<file path="config.mk">
export PLATFORM = sky130hd
export DESIGN_NAME = ae16_ctrl
export DESIGN_NICKNAME = d
export VERILOG_FILES = /design/src/ae16_pkg.sv /design/src/ae16_ctrl.sv
export SDC_FILE = /design/constraint.sdc
export NUM_CORES = 1
export LEC_CHECK = 0
export BUFFER_PORTS_ARGS = -buffer_cell sky130_fd_sc_hd__buf_2
export CORE_MARGIN = 2
export CORE_UTILIZATION = 51
export DETAILED_ROUTE_END_ITERATION = 10
export PLACE_DENSITY = 0.87
export REMOVE_ABC_BUFFERS = 1
export SYNTH_ARGS = -nofsm -noshare
export SYNTH_HDL_FRONTEND = slang
export SYNTH_SLANG_ARGS = --single-unit
export TNS_END_PERCENT = 100
</file>
<file path="constraint.sdc">
create_clock -name clk -period 2.6 [get_ports clk]
set_clock_uncertainty 0.15 [all_clocks]
set_input_delay 0.13 -clock clk [delete_from_list [all_inputs] [get_ports clk]]
set_output_delay 0.13 -clock clk [all_outputs]
set_load 0.1 [all_outputs]
</file>
<file path="src/ae16_pkg.sv">
package ae16_pkg;

  localparam int NUM_SYMBOLS = 257;
  localparam int CODE_WIDTH  = 16;
  localparam int PENDING_MAX = 255;
  localparam int MAX_RES     = 40;

  localparam int FREQ_W    = 16;
  localparam int TBL_DEPTH = NUM_SYMBOLS + 1;
  localparam int TBL_AW    = $clog2(TBL_DEPTH);
  localparam int RANGE_W   = CODE_WIDTH + 1;
  localparam int DIVD_W    = RANGE_W + FREQ_W;
  localparam int DCNT_W    = $clog2(DIVD_W + 1);
  localparam int PEND_W    = $clog2(PENDING_MAX + 1);
  localparam int GUARD_MAX = 4 * CODE_WIDTH;
  localparam int GUARD_W   = $clog2(GUARD_MAX + 1);
  localparam int CNT_W     = $clog2(MAX_RES + 1);

  localparam logic [CODE_WIDTH-1:0] QTR_BIT = CODE_WIDTH'(1) << (CODE_WIDTH - 2);

  typedef enum logic [1:0] {
    OP_LOAD   = 2'd0,
    OP_ENCODE = 2'd1,
    OP_FLUSH  = 2'd2
  } op_t;

  typedef enum logic [1:0] {
    RD_PREV  = 2'd0,
    RD_CUR   = 2'd1,
    RD_TOTAL = 2'd2
  } rd_sel_t;

  typedef struct packed {
    logic    item_start;
    logic    load;
    rd_sel_t rd_sel;
    logic    lat_prev;
    logic    lat_cur;
    logic    lat_total;
    logic    div_prev;
    logic    div_cur;
    logic    set_hi;
    logic    set_bounds;
    logic    renorm_send;
    logic    renorm_e3;
    logic    push_pend;
    logic    flush_inc;
    logic    flush_send;
    logic    tail;
    logic    finish;
    logic    coder_reset;
  } cmd_t;

  typedef struct packed {
    logic total_zero;
    logic div_busy;
    logic top_eq;
    logic e3;
    logic guard_done;
    logic pend_zero;
    logic push_ok;
    logic tail_ok;
    logic fin_ok;
  } status_t;

endpackage

</file>
<file path="src/ae16_ctrl.sv">
module ae16_ctrl
  import ae16_pkg::*;
(
  input  logic       clk,
  input  logic       rst,
  input  logic       in_valid,
  input  logic [1:0] op,
  output logic       in_stall,
  output cmd_t       cmd,
  input  status_t    st
);

  typedef enum logic [11:0] {
    S_IDLE    = 12'b0000_0000_0001,
    S_RD1     = 12'b0000_0000_0010,
    S_RD2     = 12'b0000_0000_0100,
    S_RD3     = 12'b0000_0000_1000,
    S_MUL1    = 12'b0000_0001_0000,
    S_DIV1    = 12'b0000_0010_0000,
    S_DIV2    = 12'b0000_0100_0000,
    S_RENORM  = 12'b0000_1000_0000,
    S_PEND    = 12'b0001_0000_0000,
    S_FL_SEND = 12'b0010_0000_0000,
    S_FL_TAIL = 12'b0100_0000_0000,
    S_FIN     = 12'b1000_0000_0000
  } state_t;

  state_t state;
  state_t state_next;
  logic   flushing;
  logic   flushing_next;

  assign in_stall = (state != S_IDLE);

  always_comb begin
    state_next    = state;
    flushing_next = flushing;
    cmd           = '0;
    cmd.rd_sel    = RD_PREV;
    case (state)
      S_IDLE: begin
        if (in_valid) begin
          cmd.item_start = 1'b1;
          case (op_t'(op))
            OP_LOAD: begin
              cmd.load = 1'b1;
            end
            OP_ENCODE: begin
              cmd.rd_sel    = RD_PREV;
              flushing_next = 1'b0;
              state_next    = S_RD1;
            end
            OP_FLUSH: begin
              cmd.flush_inc = 1'b1;
              flushing_next = 1'b1;
              state_next    = S_FL_SEND;
            end
            default: ;
          endcase
        end
      end
      S_RD1: begin
        cmd.lat_prev = 1'b1;
        cmd.rd_sel   = RD_CUR;
        state_next   = S_RD2;
      end
      S_RD2: begin
        cmd.lat_cur = 1'b1;
        cmd.rd_sel  = RD_TOTAL;
        state_next  = S_RD3;
      end
      S_RD3: begin
        // A zero total leaves the coder untouched and yields no bytes.
        cmd.lat_total = 1'b1;
        state_next    = st.total_zero ? S_IDLE : S_MUL1;
      end
      S_MUL1: begin
        cmd.div_prev = 1'b1;
        state_next   = S_DIV1;
      end
      S_DIV1: begin
        if (!st.div_busy) begin
          cmd.set_hi  = 1'b1;
          cmd.div_cur = 1'b1;
          state_next  = S_DIV2;
        end
      end
      S_DIV2: begin
        if (!st.div_busy) begin
          cmd.set_bounds = 1'b1;
          state_next     = S_RENORM;
        end
      end
      S_RENORM: begin
        if (st.guard_done) begin
          state_next = S_FIN;
        end else if (st.top_eq) begin
          if (st.push_ok) begin
            cmd.renorm_send = 1'b1;
            state_next      = S_PEND;
          end
        end else if (st.e3) begin
          cmd.renorm_e3 = 1'b1;
        end else begin
          state_next = S_FIN;
        end
      end
      S_PEND: begin
        if (st.pend_zero) begin
          state_next = flushing ? S_FL_TAIL : S_RENORM;
        end else if (st.push_ok) begin
          cmd.push_pend = 1'b1;
        end
      end
      S_FL_SEND: begin
        if (st.push_ok) begin
          cmd.flush_send = 1'b1;
          state_next     = S_PEND;
        end
      end
      S_FL_TAIL: begin
        if (st.tail_ok) begin
          cmd.tail   = 1'b1;
          state_next = S_FIN;
        end
      end
      S_FIN: begin
        if (st.fin_ok) begin
          cmd.finish      = 1'b1;
          cmd.coder_reset = flushing;
          state_next      = S_IDLE;
        end
      end
      default: begin
        state_next = S_IDLE;
      end
    endcase
  end

  always_ff @(posedge clk) begin
    if (rst) begin
      state    <= S_IDLE;
      flushing <= 1'b0;
    end else begin
      state    <= state_next;
      flushing <= flushing_next;
    end
  end

endmodule

</file>
-- Word-level counts from Yosys, hierarchy flattened
Cells that the tools add are included.
- reductions and logical operators: 4
- equality and inequality tests: 23
- muxes and demuxes: 43
- operators by type and width (kind ; number):
    $pmux W12 S12 ; 1
    $mux W12 ; 10
    $pmux W12 S2 ; 1
    $mux W1 ; 19
    $mux W2 ; 7
    $eq A12 B1 Y1 const B ; 1
    $eq A12 B10 Y1 const B ; 1
    $eq A12 B11 Y1 const B ; 1
    $eq A12 B12 Y1 const B ; 1
    $eq A12 B2 Y1 const B ; 1
    $eq A12 B3 Y1 const B ; 1
    $eq A12 B4 Y1 const B ; 1
    $eq A12 B5 Y1 const B ; 1
    $eq A12 B6 Y1 const B ; 1
    $eq A12 B7 Y1 const B ; 1
    $eq A12 B8 Y1 const B ; 1
    $eq A12 B9 Y1 const B ; 1
    $ne A12 B1 Y1 const B ; 1
    $ne A2 B2 Y1 const B ; 6
    $mux W11 ; 1
    $reduce_and A8 Y1 ; 1
    $pmux W2 S3 ; 1
    $mux W5 ; 1
    $mux W4 ; 1
    8 further kinds ; 8
- bits of input ports: 14
- register bits: 13
- word-level logic and storage cells: 72

-- Longest topological paths before layout
Gate-level depths: netlist (run 1).
- word-level depth: 4
- gate-level depth with buffers: 9
- depth with buffers taken out: 8

-- Least setup slack after synthesis (run 1)
No wires, ideal clock.
- kind: reg2out
- from: register state[10]
- to: output port cmd[10] in the netlist's numbering
- path buffers: 2
- arrival time: 5.017 ns
- stages on the path, launching flop included: 7
- setup slack: -2.697 ns
- cells stage by stage: dfxtp_1 -> clkbuf_1 -> nor4_4 -> and2_1 -> nand2_1 -> nor4b_1 -> buf_4
- RTL lines (element ; line ; source):
    start: declaration ; ae16_ctrl.sv:28 ; state_t state;
    start signal: assignment ; ae16_ctrl.sv:145 ; state <= state_next;
    end: declaration ; ae16_ctrl.sv:9 ; output cmd_t cmd,

==> results of run 1 <==
==> area by class of cell <==
cell class,instances,area share [%]
inverter,7,1.82
sequential,13,18.0
clock buffer,4,1.82
timing repair buffer,41,20.5
multi-input combinational,117,55.4
tap,28,2.42
==> cell families after synthesis <==
logic type / synth area share, %
adder cells (fa/ha/maj): 3.27
AND/OR/NAND/NOR: 46.0
AO/OA/AOI/OAI: 14.5
buffers and inverters: 7.96
flip-flops: 22.7
XOR/XNOR: 3.82
multiplexers: 1.74
==> path summary, 6_finish.rpt <==
path                 start         to  slack (ns)  cells past startpoint
setup / recovery  state[5]    cmd[13]        0.11                      5
hold / removal       st[2]   state[8]        0.06                      3
setup reg to reg  state[5]   state[0]        0.37                      6
hold reg to reg   flushing  state[10]        0.40                      2
==> worst max-delay path, cell delays in order, from the launching register on <==
cell and delay (ns):
dfxtp_1 0.41, nor4_4 0.47, and2_1 0.28, nand2_1 0.13, nor3b_1 0.29, buf_4 0.35
==> state kept, by name, indices dropped and copies added (netlist names) <==
signal and flops:
flushing 1, state 12
==> report_power, final <==
part	internal [W]	switching [W]	total (W)
logic	0.000226	0.000514	0.000740
registers	0.000220	0.0000467	0.000267
clock network	0.0000596	0.0000665	0.000126
total	0.000506	0.000627	0.00113
==> metrics by stage <==
stage | power (W) | area, µm²
2_1_floorplan | 0.000826 | 1080
5_1_grt | 0.00121 | 1450
3_5_place_dp | 0.000976 | 1350
3_3_place_gp | 0.000949 | 1350
4_1_cts | 0.00111 | 1410
6_report | 0.00113 | 1450
==> layer usage <==
metal  share of wire (%)  vias to the layer above
met4                 1.4                        0
met3                 6.2                        6
met1                  41                      591
li1                    -                      603
met2                  51                       46
met5                   0                        -
==> cells in the final DEF, fill, tap and decap left out, drive strengths merged, types with 2 or more instances in the layout <==
cell	count
buf	37
nor2	17
dfxtp	13
nand2	12
nor3b	10
nand3	7
inv	7
clkbuf	6
o21ai	5
xor2	5
nor2b	5
nor4	5
and2	4
nor3	4
and3	3
nand4	3
nand2b	3
a21oi	3
ha	3
nor4b	3
o211ai	3
and4b	2
nand4b	2
a21o	2
a211oi	2
mux2i	2
o21ba	2
dlygate4sd3	2
==> what timing repair did <==
action	CTS	global route
pin swaps	0	2
hold buffers	2	0
resized for setup	5	5
hold endpoints to repair	6	0
setup buffers	0	3
endpoints found under the setup margin	5	13
==> flow_summary.ini, run 1 <==
[synthesis]
synth_top_area_share_pct = 22.7
yosysTopAreaCell = dfxtp_1
synth_seq_cells = 13
synth_edf_count = 0
synth_common_cells = nor2_1, dfxtp_1, nand2_1
synth_area_per_cell_um2 = 7.70
yosysSeqAreaShare_pct = 22.7
ys_warn_count = 0
postSynthCellCount = 149
synth_area_leaders = dfxtp_1, nor3b_1, nor2_1, nand2_1, xor2_1
ys.flop_type = dfxtp_1
synth_area_um2 = 1150
yosysMostFrequentCell = nor2_1
synth_cell_types = 45
async_flop_share_pct = 0

[detailed_routing]
wire_per_inst_um = 14.6
first_pass_iters = 4
ant_nets = 0
drt_iter0_drc = 53
vias_per_cell = 5.93
drc = 0
vias = 1246
wirelength_um = 3070

[timing]
timing.setup.tns_ns = 0
setup_ws_ns = 0.110
finalHoldViolCount = 0
worst_pin_slew_ns = 0.618
max_freq_mhz = 402
period_needed_ns = 2.49
fin_crit_sh_pct = 95.8
holdWs_ns = 0.0556
maxSlewViolCount = 0
relSlewSlack_pct = 58.2
finalSetupViolations = 0

[global_route]
grt_pass1_vias = 1116
grt_start_max_net_pins = 11
grt_pass1_wl_um = 4990
grtUsageTotal_pct = 25.1
globalRouteMet2Util_pct = 43.4
grt.met3_usage_pct = 2.92
grt_antenna_before_repair = 0
globalRoute.totalOverflow = 0
global_route.peak_usage_layer = met2
use_met1_pct = 31.4

[layout]
ff_latch_area_um2 = 260
fill_cells = 203
layout.nets = 200
diodes = 0
drive_above_1_share_pct = 28.0
fin_util_pct = 66.6
multi_input_area_um2 = 801
area_delta_synth_final_pct = 26.0
final_cells = 210

[floorplanning]
coreArea_um2 = 2170
start_util_pct = 52.9
fp.dieArea_um2 = 2650
die_width_um = 51.4
die_y_um = 51.4
fp-row-count = 17
io_pins = 34

[setup_path]
end_kind = output pin
cp_max_fo = 8
critical_path_class = reg2out
arrival_ns = 2.21
critical_path_required_ns = 2.32
cp-start-kind = register

[clock_tree]
htreeDepth = 1
cts_buffers = 3
cts_tree = yes
clk_latency_ns = 0.28
cts_max_path_buffers = 2
cts_num_sinks = 13
cts.clk_slew.worst_paths_ns = 0.07
cts_root_buf = clkbuf_4

[place]
dp_hpwl_um = 2360
dp_cells = 201
dp_slack_ns = 0.248
globalplace.congestion = 0.930
portBuffers = 33

[run_status]
status = finished clean

[power_and_ir_drop]
vdd_drop_max_mv = 0.631
powerDensity_nw_per_um2 = 784
p_leak_nw = 0.659

[worst_hold_path]
hp-class = in2reg

[flow_run]
cap_violations = 0
Note: power is estimated with default switching activity, not from simulation.
==> run 2: changes to the inputs <==
--- a/config.mk
+++ b/config.mk
@@ -8,6 +8,7 @@
 export BUFFER_PORTS_ARGS = -buffer_cell sky130_fd_sc_hd__buf_2
 export CORE_MARGIN = 2
 export CORE_UTILIZATION = 51
+export CTS_BUF_LIST = sky130_fd_sc_hd__clkbuf_16
 export DETAILED_ROUTE_END_ITERATION = 10
 export PLACE_DENSITY = 0.87
 export REMOVE_ABC_BUFFERS = 1
==> flow_summary.ini, run 2 (synthesized netlist as in run 1, its figures left out) <==
[run_status]
status = finished clean

[global_route]
grt_pass1_wl_um = 5050
grt_pass1_vias = 1138
grt_antenna_before_repair = 0
grtUsageTotal_pct = 25.2
grt_start_max_net_pins = 11
globalRoute.totalOverflow = 0

[timing]
maxSlewViolCount = 0
timing.setup.tns_ns = 0
fin_crit_sh_pct = 95.7
worst_pin_slew_ns = 0.720
finalHoldViolCount = 0
setup_ws_ns = 0.112
grt_setup_unrepaired = false
finalSetupViolations = 0
max_freq_mhz = 402
period_needed_ns = 2.49
relSlewSlack_pct = 51.9

[setup_path]
critical_path_class = reg2out
cp_slowest_stage_delay_ns = 0.53
critical_path_required_ns = 2.32
cp-start-kind = register
arrival_ns = 2.21
end_kind = output pin
cp_cell_sequence = nor4_2 > and2_1 > nand2_1 > nor3b_1 > buf_2
crit_slowest_cell = nor4_2
cp_max_fo = 7

[floorplanning]
io_pins = 34
coreArea_um2 = 2170
start_util_pct = 52.9
fp.dieArea_um2 = 2650
die_width_um = 51.4
fp-row-count = 17
die_y_um = 51.4

[layout]
design_area_um2 = 1480
fin_util_pct = 68.1
drive_above_1_share_pct = 27.1
ff_latch_area_um2 = 260
layout.nets = 199
multi_input_area_um2 = 796
area_delta_synth_final_pct = 28.7
largest_register_ffs = 12
final_cell_mix = buf_2, nor2_1, dfxtp_1, nand2_1, nor3b_1
largestRegisters = state: 12 flops, flushing: 1 flops
regMostFlops = state
final_common_cell = buf_2
fill_cells = 197
diodes = 0

[power_and_ir_drop]
p_switching_w = 0.000643
p_leak_nw = 0.678
vdd_drop_max_mv = 0.697
p_int_w = 0.000644
powerDensity_nw_per_um2 = 872
clock_power_share_pct = 22.1
p_sw_share_pct = 50.0
sequentialPowerShare_pct = 20.9
p_comb_share_pct = 57.0

[worst_hold_path]
hp-class = in2reg

[detailed_routing]
wire_per_inst_um = 14.8
vias_per_cell = 5.85
drc = 0
ant_nets = 0
wirelength_um = 3080
vias = 1223
drt_iter0_drc = 54
first_pass_iters = 4

[clock_tree]
cts_num_sinks = 13
cts_root_buf = clkbuf_16
htreeDepth = 1
clk_latency_ns = 0.24
cts.clk_slew.worst_paths_ns = 0.04
cts_tree = yes
cts_max_path_buffers = 2
cts_buffers = 3

[place]
dp_hpwl_um = 2360
portBuffers = 33
placedInstanceArea_um2 = 1350
globalplace.congestion = 0.930
dp_slack_ns = 0.248

[flow_run]
cap_violations = 0
==> run 2: cell types whose count changed in the layout (fill, tap and decap cells not counted), sizes merged <==
cell         before  now
buf              37   34
clkbuf            6    8
dlygate4sd3       2    1
inv               7    8
==> run 2: power by group through the flow <==
stage               registers, W  clock network [W]  logic [W]
finish                  0.000269           0.000285   0.000733
global route            0.000272           0.000303   0.000788
floorplan               0.000261                  0   0.000565
CTS                     0.000267           0.000288   0.000709
global placement        0.000267                  0   0.000682
detailed placement      0.000272                  0   0.000704
==> run 2: per-stage QoR <==
stage	instances	hold slack (ns)	power, W
final	209	0.0442	0.00129
after global routing	209	0.0515	0.00136
after CTS	206	0.0356	0.00126
after detailed placement	201	0.179	0.000976
after global placement	201	0.179	0.000949
after floorplan	137	0.0491	0.000826
==> run 2: metal layers <==
layer / GRT usage, % / vias up / share of wire (%)
li1: - / 598 / -
met1: 30.9 / 577 / 42
met2: 42.9 / 40 / 50
met3: 5.85 / 8 / 5.8
met4: 8.77 / 0 / 2.0
met5: 0 / - / 0
==> run 2: path summary, 6_finish.rpt <==
kind / start / cells after the start / slack (ns) / endpoint
setup / recovery: state[2] / 5 / 0.11 / cmd[11]
hold / removal: rst / 2 / 0.04 / state[10]
setup reg to reg: state[9] / 8 / 0.18 / state[1]
hold reg to reg: flushing / 2 / 0.41 / state[10]
==> run 2: layout make-up <==
type / count / share of cell area [%]
inverters: 7 / 1.78
repair buffers: 40 / 19.0
multi-input cells: 117 / 53.9
clock buffers: 3 / 5.08
flip-flops and latches: 13 / 17.6
clock inverters: 1 / 0.254
well taps: 28 / 2.37
==> run 2: repair_timing <==
item,in CTS,in global routing
pin swaps,0,2
resized for setup,1,5
setup endpoints to repair,1,9
hold buffers,1,0
buffers inserted,0,3
hold endpoints to repair,1,0
==> run 2: worst max-delay path: cells and delay by family (launching register included) <==
kind	cells	cell delay (ns)
and+or+nand+nor	4	1.11
buffers and inverters	1	0.48
DFF	1	0.37
==> run 3: changes to the inputs <==
--- a/config.mk
+++ b/config.mk
@@ -5,12 +5,14 @@
 export SDC_FILE = /design/constraint.sdc
 export NUM_CORES = 1
 export LEC_CHECK = 0
+export ABC_AREA = 1
 export BUFFER_PORTS_ARGS = -buffer_cell sky130_fd_sc_hd__buf_2
 export CORE_MARGIN = 2
-export CORE_UTILIZATION = 51
+export CORE_UTILIZATION = 55
 export CTS_BUF_LIST = sky130_fd_sc_hd__clkbuf_16
 export DETAILED_ROUTE_END_ITERATION = 10
-export PLACE_DENSITY = 0.87
+export HOLD_SLACK_MARGIN = 0.15
+export PLACE_DENSITY = 0.91
 export REMOVE_ABC_BUFFERS = 1
 export SYNTH_ARGS = -nofsm -noshare
 export SYNTH_HDL_FRONTEND = slang
==> constraint.sdc (replaced) <==
create_clock -name clk -period 3.16 [get_ports clk]
set_clock_uncertainty 0.15 [all_clocks]
set_input_delay 0.158 -clock clk [delete_from_list [all_inputs] [get_ports clk]]
set_output_delay 0.158 -clock clk [all_outputs]
set_load 0.1 [all_outputs]
==> flow_summary.ini, run 3 <==
[layout]
final_cell_mix = inv_1, nand2_1, nor2_1, buf_2, nand3_1
area_delta_synth_final_pct = 24.3
largestRegisters = state: 12 flops, flushing: 1 flops
multi_input_area_um2 = 773
diodes = 0
regMostFlops = state
largest_register_ffs = 12
fin_util_pct = 70.9
fill_cells = 183
ff_latch_area_um2 = 260
final_cells = 278
design_area_um2 = 1520
layout.nets = 268
drive_above_1_share_pct = 23.6

[floorplanning]
die_y_um = 51.2
fp-row-count = 17
coreArea_um2 = 2150
io_pins = 34
fp.dieArea_um2 = 2620
die_width_um = 51.2
start_util_pct = 57.0

[setup_path]
arrival_ns = 1.93
ff2ff_path_depth = 9
cp-start-kind = register
end_kind = output pin
critical_path_required_ns = 2.85
cp_max_fo = 7
cp_cell_sequence = nor2_2 > nand2_4 > nor2_4 > nand2_2 > nor2_2 > inv_1 > nor2_1 > buf_2
cp-startpoint = state[10]
r2r-start = state[10]
reg2reg_setup_slack_ns = 1.09
crit_top_cell = nor2_2
cp_slowest_stage_delay_ns = 0.43
crit_slowest_cell = buf_2
r2r_end = state[10]
cp-endpoint = cmd[17]
critical_path_class = reg2out

[synthesis]
synth_common_cells = nand2_1, inv_1, nor2_1
synth_area_leaders = dfxtp_1, nand2_1, inv_1, nor2_1, nand3_1
yosysSeqAreaShare_pct = 21.2
synth_edf_count = 0
synth_area_um2 = 1220
synth_top_area_share_pct = 21.2
ys_warn_count = 0
yosysTopAreaCell = dfxtp_1
synth_seq_cells = 13
postSynthCellCount = 212
ys.flop_type = dfxtp_1
yosysMostFrequentCell = nand2_1
synth_area_per_cell_um2 = 5.78
async_flop_share_pct = 0
synth_cell_types = 24

[power_and_ir_drop]
finalPower_w = 0.00132
powerDensity_nw_per_um2 = 867
p_leak_nw = 0.965
vdd_drop_max_mv = 0.636

[timing]
maxSlewViolCount = 0
period_needed_ns = 2.24
finalSetupViolations = 0
relSlewSlack_pct = 67.5
worst_pin_slew_ns = 0.491
max_freq_mhz = 447
finalHoldViolCount = 0
fin_crit_sh_pct = 70.8
grt_setup_unrepaired = false

[clock_tree]
cts_tree = yes
cts_max_path_buffers = 2
cts_buffers = 3
cts.clk_slew.worst_paths_ns = 0.05
clk_latency_ns = 0.25
cts_num_sinks = 13
cts_root_buf = clkbuf_16
cts_resized = 0
htreeDepth = 1

[worst_hold_path]
hp-class = in2reg
holdPathStages = 5

[detailed_routing]
ant_nets = 0
vias = 1393
drt_iter0_drc = 55
vias_per_cell = 5.01
drc = 0
wirelength_um = 3020
first_pass_iters = 4
wire_per_inst_um = 10.9

[run_status]
status = finished clean

[place]
dp_hpwl_um = 2300
dp_cells = 271
portBuffers = 33
globalplace.congestion = 0.854
placedInstanceArea_um2 = 1410

[global_route]
grt_pass1_wl_um = 5230
globalRoute.totalOverflow = 0
grt_start_max_net_pins = 13
grt_antenna_before_repair = 0
grt_pass1_vias = 1308
grtUsageTotal_pct = 26.2

[flow_run]
cap_violations = 0
## run 3: cell types whose count changed after synthesis, moves of 5 or more
cell	change
nand3_1	+13
nor2b_1	-5
nand2_1	+34
nor2_1	+20
xor2_1	-5
nor2_2	+7
nor3b_1	-9
inv_1	+39
## run 3: layout make-up
cell class	instances	share of cell area, %
Clock inverter	1	0.247
Timing Repair Buffer	36	12.8
Inverter	48	11.8
Tap cell	28	2.30
Multi-Input combinational cell	149	50.8
Clock buffer	3	4.93
Sequential cell	13	17.1
## run 3: what timing repair did
action                                 CTS  global route
endpoints found under the hold margin    3             0
hold buffers                             3             0
buffers inserted                         0             0
## run 3: logic make-up after synthesis
group,synth area share [%]
AO/OA/AOI/OAI,3.27
adder cells (fa/ha/maj),3.06
buffers and inverters,15.6
flip-flops,21.2
AND/OR/NAND/NOR,56.8
## run 3: how the worst min path moves through the flow
stage | startpoint | to
global route | st[2] | state[8]
finish | st[2] | state[8]
detailed placement | rst | state[10]
floorplan | rst | state[10]
CTS | st[2] | state[8]
global placement | rst | state[10]
## run 3: worst max-delay path, delay by kind of cell, from the launching register on
family        cells  cell delay, ns
buf+inv           2            0.50
flops             1            0.33
simple gates      6            0.85
## run 3: routing by layer
layer | routed length (µm) | track usage [%]
met5 | 0 | 0
met4 | 76 | 12.6
met3 | 163 | 3.51
met2 | 1390 | 43.9
met1 | 1390 | 32.9
## run 3: through the flow
| step | setup TNS [ns] | hold slack, ns | setup slack [ns] |
|---|---|---|---|
| detailed placement | 0 | 0.197 | 1.23 |
| floorplan | -2.16 | 0.0771 | -0.648 |
| finish | 0 | 0.178 | 0.923 |
| global placement | 0 | 0.193 | 1.30 |
| global route | 0 | 0.207 | 0.840 |
| CTS | 0 | 0.186 | 0.956 |
## run 3: power breakdown
part	switching (W)	internal, W	leakage, nW
clock network	0.0000739	0.000167	0.0423
registers	0.0000320	0.000200	0.106
logic	0.000631	0.000217	0.817
total	0.000737	0.000584	0.965
